File: src/hdl/flight_phase_shutdown_detector_defines.svh
// ----------------------------------------------------------------------------
// Assertion macros for the flight phase shutdown detector
// Shared helpers for the concurrent checks at the end of the top RTL module.
// ----------------------------------------------------------------------------
`ifndef FLIGHT_PHASE_SHUTDOWN_DETECTOR_DEFINES_SVH
`define FLIGHT_PHASE_SHUTDOWN_DETECTOR_DEFINES_SVH

// Same-cycle implication, disabled while reset is high.
`define FPSD_ASSERT_HOLDS(label, clk, rst, ante, cons) \
   label: assert property (@(posedge clk) disable iff (rst) (ante) |-> (cons)) \
      else $error("fpsd check failed: same-cycle implication");

// Next-cycle implication, disabled while reset is high.
`define FPSD_ASSERT_NEXT(label, clk, rst, ante, cons) \
   label: assert property (@(posedge clk) disable iff (rst) (ante) |=> (cons)) \
      else $error("fpsd check failed: next-cycle implication");

`endif

File: src/hdl/fpsd_pkg.sv
// ----------------------------------------------------------------------------
// Flight phase shutdown detector package
// Modes, operation and event codes, and the structs passed between modules.
// ----------------------------------------------------------------------------
package fpsd_pkg;

   typedef enum logic [2:0] {
      MODE_READY     = 3'd0,
      MODE_ARMED     = 3'd1,
      MODE_SHADOW    = 3'd2,
      MODE_ACTIVE    = 3'd3,
      MODE_UNPOWERED = 3'd4,
      MODE_END       = 3'd5
   } mode_type;

   typedef enum logic [1:0] {
      OP_EVENT  = 2'd0,
      OP_TICK   = 2'd1,
      OP_SAMPLE = 2'd2,
      OP_NONE   = 2'd3
   } op_type;

   localparam logic [2:0] EV_FORCE_START = 3'd0;
   localparam logic [2:0] EV_ARMED       = 3'd1;
   localparam logic [2:0] EV_FORCE_STOP  = 3'd2;
   localparam logic [2:0] EV_DISARMED    = 3'd3;
   localparam logic [2:0] EV_LIFTOFF     = 3'd4;
   localparam logic [2:0] EV_APOGEE      = 3'd5;
   localparam logic [2:0] EV_LANDING     = 3'd6;

   localparam logic [1:0] CSR_PRESSURE_THRESHOLD = 2'd0;
   localparam logic [1:0] CSR_APOGEE_TARGET      = 2'd1;
   localparam logic [1:0] CSR_SHUTDOWN_SAMPLES   = 2'd2;
   localparam logic [1:0] CSR_SHADOW_TIMEOUT     = 2'd3;

   localparam logic [23:0]        RESET_PRESSURE_THRESHOLD = 24'd100000;
   localparam logic signed [17:0] RESET_APOGEE_TARGET      = 18'sd3000;
   localparam logic [15:0]        RESET_SHUTDOWN_SAMPLES   = 16'd5;
   localparam logic [23:0]        RESET_SHADOW_TIMEOUT     = 24'd1000;

   typedef struct packed {
      logic [23:0]        pressure_threshold;
      logic signed [17:0] apogee_target;
      logic [15:0]        shutdown_samples;
      logic [23:0]        shadow_timeout_ticks;
   } cfg_type;

   typedef struct packed {
      op_type             operation;
      logic [2:0]         event_code;
      logic [23:0]        chamber_pressure;
      logic signed [17:0] estimated_apogee;
   } item_type;

   typedef struct packed {
      mode_type    mode;
      logic [15:0] vote_count;
      logic [23:0] shadow_timer;
   } state_type;

   typedef struct packed {
      mode_type mode;
      logic     estimator_enabled;
      logic     shutdown_flag;
   } result_type;

endpackage

File: src/hdl/fpsd_step.sv
// ----------------------------------------------------------------------------
// Flight phase shutdown detector step logic
// Next mode, counters and result flags for one item, from the current state.
// ----------------------------------------------------------------------------
module fpsd_step (
   input  fpsd_pkg::cfg_type    cfg,
   input  fpsd_pkg::state_type  state,
   input  fpsd_pkg::item_type   item,
   output fpsd_pkg::state_type  next_state,
   output fpsd_pkg::result_type result
);
   import fpsd_pkg::*;

   logic [23:0] timer_inc;
   logic [15:0] vote_inc;
   logic        live;
   logic        counted;

   assign timer_inc = (state.shadow_timer == '1) ? state.shadow_timer
                                                 : state.shadow_timer + 24'd1;
   assign vote_inc  = (state.vote_count == '1) ? state.vote_count
                                               : state.vote_count + 16'd1;
   assign live = (state.mode == MODE_ARMED) || (state.mode == MODE_SHADOW) ||
                 (state.mode == MODE_ACTIVE) || (state.mode == MODE_UNPOWERED);
   assign counted = live && (item.chamber_pressure > cfg.pressure_threshold);

   always_comb begin
      next_state               = state;
      result.estimator_enabled = 1'b0;
      result.shutdown_flag     = 1'b0;

      unique case (item.operation)
         OP_EVENT: begin
            unique case (state.mode)
               MODE_READY: begin
                  if (item.event_code == EV_FORCE_START || item.event_code == EV_ARMED) begin
                     next_state.mode = MODE_ARMED;
                  end
               end
               MODE_ARMED: begin
                  priority if (item.event_code == EV_FORCE_STOP ||
                               item.event_code == EV_DISARMED) begin
                     next_state.mode = MODE_READY;
                  end else if (item.event_code == EV_LIFTOFF) begin
                     next_state.mode         = MODE_SHADOW;
                     next_state.shadow_timer = '0;
                  end else begin
                  end
               end
               MODE_SHADOW, MODE_ACTIVE: begin
                  priority if (item.event_code == EV_FORCE_STOP) begin
                     next_state.mode = MODE_READY;
                  end else if (item.event_code == EV_APOGEE) begin
                     next_state.mode = MODE_UNPOWERED;
                  end else if (item.event_code == EV_LANDING) begin
                     next_state.mode = MODE_END;
                  end else begin
                  end
               end
               MODE_UNPOWERED: begin
                  priority if (item.event_code == EV_FORCE_STOP) begin
                     next_state.mode = MODE_READY;
                  end else if (item.event_code == EV_LANDING) begin
                     next_state.mode = MODE_END;
                  end else begin
                  end
               end
               default: begin
               end
            endcase
         end
         OP_TICK: begin
            if (state.mode == MODE_SHADOW) begin
               next_state.shadow_timer = timer_inc;
               if (timer_inc >= cfg.shadow_timeout_ticks) begin
                  next_state.mode = MODE_ACTIVE;
               end
            end
         end
         OP_SAMPLE: begin
            if (counted) begin
               result.estimator_enabled = 1'b1;
               // armed samples feed the estimator but do not vote
               if (state.mode != MODE_ARMED) begin
                  next_state.vote_count = (item.estimated_apogee > cfg.apogee_target)
                                          ? vote_inc : 16'd0;
                  result.shutdown_flag  = (state.mode == MODE_UNPOWERED) &&
                                          (next_state.vote_count > cfg.shutdown_samples);
               end
            end
         end
         default: begin
         end
      endcase

      result.mode = next_state.mode;
   end

endmodule

File: src/hdl/flight_phase_shutdown_detector.sv
// ----------------------------------------------------------------------------
// Flight phase shutdown detector
// Mode sequencer and shutdown vote counter for an engine-shutdown estimator.
// ----------------------------------------------------------------------------
// Usage:
//   req_* carries flight events, time ticks and estimator samples; one
//   rsp_* transfer follows every req_* transfer, in order, giving the mode
//   after the item and the estimator and shutdown flags of a sample.
//   csr_* writes the four thresholds; write only while no item is in flight.
// Path: a request transfer loads the input register; the item moves on into
//   the result register, which drives rsp_valid, once that register is free.
// Throughput: one item per cycle while results are taken; the mode, vote and
//   timer update is combinational between the input and result registers.
// Reset: mode returns to ready, vote count and shadow timer clear, the
//   thresholds take their defaults and both pipeline registers empty.
// Stall: while rsp_ready is low the result holds; the input register takes
//   one more item, then req_ready drops until the result is taken.
// ----------------------------------------------------------------------------
`include "flight_phase_shutdown_detector_defines.svh"

module flight_phase_shutdown_detector (
   input  logic               clock,
   input  logic               reset,
   input  logic               req_valid,
   output logic               req_ready,
   input  logic [1:0]         req_operation,
   input  logic [2:0]         req_event_code,
   input  logic [23:0]        req_chamber_pressure,
   input  logic signed [17:0] req_estimated_apogee,
   output logic               rsp_valid,
   input  logic               rsp_ready,
   output logic [2:0]         rsp_mode,
   output logic               rsp_estimator_enabled,
   output logic               rsp_shutdown_flag,
   input  logic               csr_write_en,
   input  logic [1:0]         csr_index,
   input  logic [23:0]        csr_data
);
   import fpsd_pkg::*;

   cfg_type    cfg_ff, cfg_in;
   state_type  state_ff, state_next;
   item_type   item_ff, item_in;
   result_type rsp_result_ff, step_result;
   logic       item_valid_ff, item_valid_in;
   logic       rsp_valid_ff, rsp_valid_in;
   logic       item_fire;
   logic       req_fire;

   // advance the input stage whenever the result register is free or draining
   assign item_fire = item_valid_ff && (!rsp_valid_ff || rsp_ready);
   assign req_ready = !item_valid_ff || item_fire;
   assign req_fire  = req_valid && req_ready;

   always_comb begin
      item_in.operation        = op_type'(req_operation);
      item_in.event_code       = req_event_code;
      item_in.chamber_pressure = req_chamber_pressure;
      item_in.estimated_apogee = req_estimated_apogee;

      item_valid_in = req_fire || (item_valid_ff && !item_fire);
      rsp_valid_in  = item_fire || (rsp_valid_ff && !rsp_ready);

      cfg_in = cfg_ff;
      if (csr_write_en) begin
         unique case (csr_index)
            CSR_PRESSURE_THRESHOLD: cfg_in.pressure_threshold   = csr_data;
            CSR_APOGEE_TARGET:      cfg_in.apogee_target        = csr_data[17:0];
            CSR_SHUTDOWN_SAMPLES:   cfg_in.shutdown_samples     = csr_data[15:0];
            CSR_SHADOW_TIMEOUT:     cfg_in.shadow_timeout_ticks = csr_data;
            default: begin
            end
         endcase
      end
   end

   fpsd_step u_step (
      .cfg        (cfg_ff),
      .state      (state_ff),
      .item       (item_ff),
      .next_state (state_next),
      .result     (step_result)
   );

   always_ff @(posedge clock) begin
      if (reset) begin
         cfg_ff.pressure_threshold   <= RESET_PRESSURE_THRESHOLD;
         cfg_ff.apogee_target        <= RESET_APOGEE_TARGET;
         cfg_ff.shutdown_samples     <= RESET_SHUTDOWN_SAMPLES;
         cfg_ff.shadow_timeout_ticks <= RESET_SHADOW_TIMEOUT;
         state_ff.mode               <= MODE_READY;
         state_ff.vote_count         <= '0;
         state_ff.shadow_timer       <= '0;
         item_valid_ff               <= 1'b0;
         rsp_valid_ff                <= 1'b0;
      end else begin
         cfg_ff        <= cfg_in;
         item_valid_ff <= item_valid_in;
         rsp_valid_ff  <= rsp_valid_in;
         if (item_fire) begin
            state_ff <= state_next;
         end
      end
   end

   always_ff @(posedge clock) begin
      if (req_fire) begin
         item_ff <= item_in;
      end
      if (item_fire) begin
         rsp_result_ff <= step_result;
      end
   end

   assign rsp_valid             = rsp_valid_ff;
   assign rsp_mode              = rsp_result_ff.mode;
   assign rsp_estimator_enabled = rsp_result_ff.estimator_enabled;
   assign rsp_shutdown_flag     = rsp_result_ff.shutdown_flag;

   `FPSD_ASSERT_HOLDS(a_flag_only_unpowered, clock, reset,
                      rsp_valid_ff && rsp_result_ff.shutdown_flag,
                      rsp_result_ff.mode == MODE_UNPOWERED)
   `FPSD_ASSERT_HOLDS(a_flag_needs_enable, clock, reset,
                      rsp_valid_ff && rsp_result_ff.shutdown_flag,
                      rsp_result_ff.estimator_enabled)
   `FPSD_ASSERT_NEXT(a_state_holds_idle, clock, reset, !item_fire, $stable(state_ff))
   `FPSD_ASSERT_NEXT(a_tick_outside_shadow, clock, reset,
                     item_fire && item_ff.operation == OP_TICK &&
                     state_ff.mode != MODE_SHADOW,
                     $stable(state_ff))

endmodule

File: config.mk
export PLATFORM = sky130hd
export DESIGN_NAME = flight_phase_shutdown_detector
export DESIGN_NICKNAME = d
export VERILOG_FILES = /design/src/hdl/fpsd_pkg.sv /design/src/hdl/fpsd_step.sv /design/src/hdl/flight_phase_shutdown_detector.sv
export VERILOG_INCLUDE_DIRS = /design/src /design/src/hdl
export SDC_FILE = /design/constraint.sdc
export NUM_CORES = 1
export LEC_CHECK = 0
export BUFFER_PORTS_ARGS = -buffer_cell sky130_fd_sc_hd__clkbuf_2
export CAP_MARGIN = 15
export CORE_AREA = 2 2 103 180
export DETAILED_ROUTE_END_ITERATION = 6
export DIE_AREA = 0 0 105 182
export PLACE_DENSITY = 0.7
export SYNTH_ARGS = -nofsm -noshare
export SYNTH_HDL_FRONTEND = slang
export SYNTH_SLANG_ARGS = --single-unit
File: constraint.sdc
create_clock -name clock -period 5.04 [get_ports clock]
set_clock_uncertainty 0.2 [all_clocks]
set_input_delay 0.252 -clock clock [delete_from_list [all_inputs] [get_ports clock]]
set_output_delay 0.252 -clock clock [all_outputs]
set_load 0.02 [all_outputs]
==> results_dict.tcl <==
set metrics [dict create \
    cts-root-buf "clkbuf_16" \
    h-tree-depth 4 \
    post-route-min-period_ns 4.067 \
    fp.coreArea_sq_um 17730 \
    cts_buffers 17 \
    critPathCaptureType "flip-flop" \
    final_common_cell "nand2_1" \
    ant_nets 0 \
    synth-edff-count 52 \
    clkLatencyLatePin_ns 0.43 \
    vdd.ir_drop.worst_v 0.0002789 \
    path_class "reg2reg" \
    grt_pass1_wl_mm 39.68 \
    p_per_area_nw_per_um2 278.8 \
    total_leakage_power_nw 4.733 \
    clock_sinks 179 \
    cts_max_path_buffers 2 \
    row_count 65 \
    stdcell_count 1468 \
    wl_mm 24.22 \
    dr.pass1.iters 5 \
    via_per_inst 5.507 \
    grt_antenna_before_repair 0 \
    grt_max_degree 83 \
    relSlewSlack_pct 27.69 \
    area.growth.synth_to_final_pct 19.60 \
    synth_flop_cell "dfxtp_1" \
    place.port_buffers 84 \
    synth_area_per_cell_sq_um 8.795 \
    gp_congestion 0.8754 \
    netlist_area_sq_um 9569 \
    critPathMaxFanout 14 \
    nFillCells 1509 \
    diodes 0 \
    critPathArrivalTime_ns 4.06 \
    yosysUniqueCellTypes 69 \
    worst_pin_slew_ns 1.085 \
    syn_inst 1088 \
    drive_gt1_share_pct 12.80 \
    hold_viol 0 \
    fmax_mhz 245.9 \
    drc 0 \
    final_cell_mix "nand2_1 (192), dfxtp_1 (127), a21oi_1 (103)" \
    status "finished clean" \
    hold_class "in2reg" \
    synth_warnings 0 \
    rsz0062_at_grt "false" \
    io_pins 85 \
    grtUsageTotal_pct 26.33 \
    cts.clk_slew.worst_paths_ns 0.07 \
    worst_setup_path_start_kind "flip-flop" \
    ys_ff_latch 179 \
    setup_violations 0 \
    drt_iter0_markers 364 \
    grt-ovfl-total 0 \
    fin_crit_sh_pct 80.70 \
    grt_pass1_vias 8207 \
    drv_cap 0 \
    syn_nets 1250 \
    die_area_sq_um 19110 \
    cts_setup_buffers 0 \
    drv_slew 0 \
    async_reset_ff_share_pct 0 \
    layout.nets 1383 \
    place_inst 1362 \
    fp.dieH_microns 182 \
    hpwl_mm 16.70 \
    cts_tree "yes" \
    die_w_microns 105 \
    start_util_pct 53.97 \
    ys_seq_area_share_pct 42.89 \
    post_drt_wl_per_cell_microns 16.50 \
    setup_tns_ns 0 \
    crit_required_ns 5.03 \
    num_vias 8084 \
]
==> kinds of logic after synthesis <==
kind of cell / share of synthesized area (%)
compound gates: 13.18
xor+xnor: 3.020
simple gates: 21.71
flops: 42.89
fa+ha+maj: 10.98
buf+inv: 5.936
mux: 2.288
==> metrics by stage <==
stage	util [%]	total power [mW]	cell area, sq um	setup slack [ns]	hold slack, ns
floorplan	-	1.748	9569	1.396	0.1509
global placement	57.11	1.844	10130	1.095	0.2285
detailed placement	57.11	1.851	10130	0.9921	0.2306
CTS	64.55	3.204	11440	0.9817	0.06582
global route	64.55	3.309	11440	0.6847	0.1133
finish	64.55	3.191	11440	0.9726	0.07706
==> power by group <==
group	leakage, nW	switching [mW]	internal (mW)	total, mW
clock	0.275	0.573	0.747	1.32
sequential	1.54	0.0244	1.53	1.56
combinational	2.92	0.176	0.137	0.312
==> metal layers <==
layer / global-route usage, % / part of all wire, % / vias to the layer above
met3: 4.451 / 3.8 / 70
li1: - / - / 4018
met4: 13.81 / 4.8 / 0
met5: 0 / 0 / -
met2: 48.78 / 53 / 210
met1: 28.16 / 38 / 3786
==> critical path, cell delays in order, from the launching register on <==
cell	delay (ns)
dfxtp_1	0.34
inv_1	0.06
ha_1	0.29
nand4_1	0.15
nor3_1	0.33
nand4_1	0.17
and3_1	0.21
a31oi_2	0.65
nor2_1	0.15
ha_1	0.34
nand4_1	0.11
or2_2	0.33
nor4_1	0.28
nor3_1	0.07
o21a_1	0.13
==> final timing paths <==
check | startpoint | end | slack (ns) | depth (start not counted)
max reg2reg | cfg_ff[56] | rsp_shutdown_flag | 0.97 | 14
max | cfg_ff[56] | rsp_shutdown_flag | 0.97 | 14
min reg2reg | cfg_ff[42] | cfg_ff[42] | 0.26 | 2
min | csr_index[1] | cfg_ff[76] | 0.08 | 4
==> area by class of cell <==
class                   instances  area [sq um]  area share, %
clock buffers                  21         450.4          3.936
multi-input cells             769          4916          42.95
clock inverters                11         127.6          1.115
inverters                      88         330.3          2.886
flip-flops and latches        179          4104          35.86
repair buffers                166          1224          10.69
well taps                     234         292.8          2.558
==> synth_stat cells, types with 8 or more instances <==
library cell | n | area share [%]
nand3b_1 | 12 | 0.94
nor2b_1 | 24 | 1.6
inv_1 | 88 | 3.5
nand4_1 | 23 | 1.5
dfxtp_1 | 127 | 27
edfxtp_1 | 52 | 16
nor3_1 | 26 | 1.4
buf_2 | 13 | 0.68
nor2_1 | 74 | 2.9
clkbuf_1 | 30 | 1.2
a21o_1 | 10 | 0.78
mux2_2 | 8 | 0.94
nand2_1 | 192 | 7.5
xor2_1 | 12 | 1.1
nand2b_1 | 13 | 0.85
a21oi_1 | 103 | 5.4
ha_1 | 84 | 11
a211o_1 | 15 | 1.4
a31oi_1 | 11 | 0.72
nand3_1 | 20 | 1.0
xnor2_1 | 21 | 1.9
o21ai_0 | 28 | 1.5
==> what timing repair did <==
action / in CTS / in global routing
gates resized for setup: 0 / 0
hold buffers: 74 / 0
endpoints found under the setup margin: 0 / 0
hold endpoints to repair: 122 / 0
==> registers in the layout, indices dropped and copies added, names as in the netlist <==
| name | count |
|---|---|
| cfg_ff | 82 |
| item_ff | 47 |
| state_ff | 43 |
| rsp_mode | 3 |
| item_valid_ff | 1 |
| rsp_estimator_enabled | 1 |
| rsp_shutdown_flag | 1 |
| rsp_valid | 1 |
(Power assumes the default switching activity.)
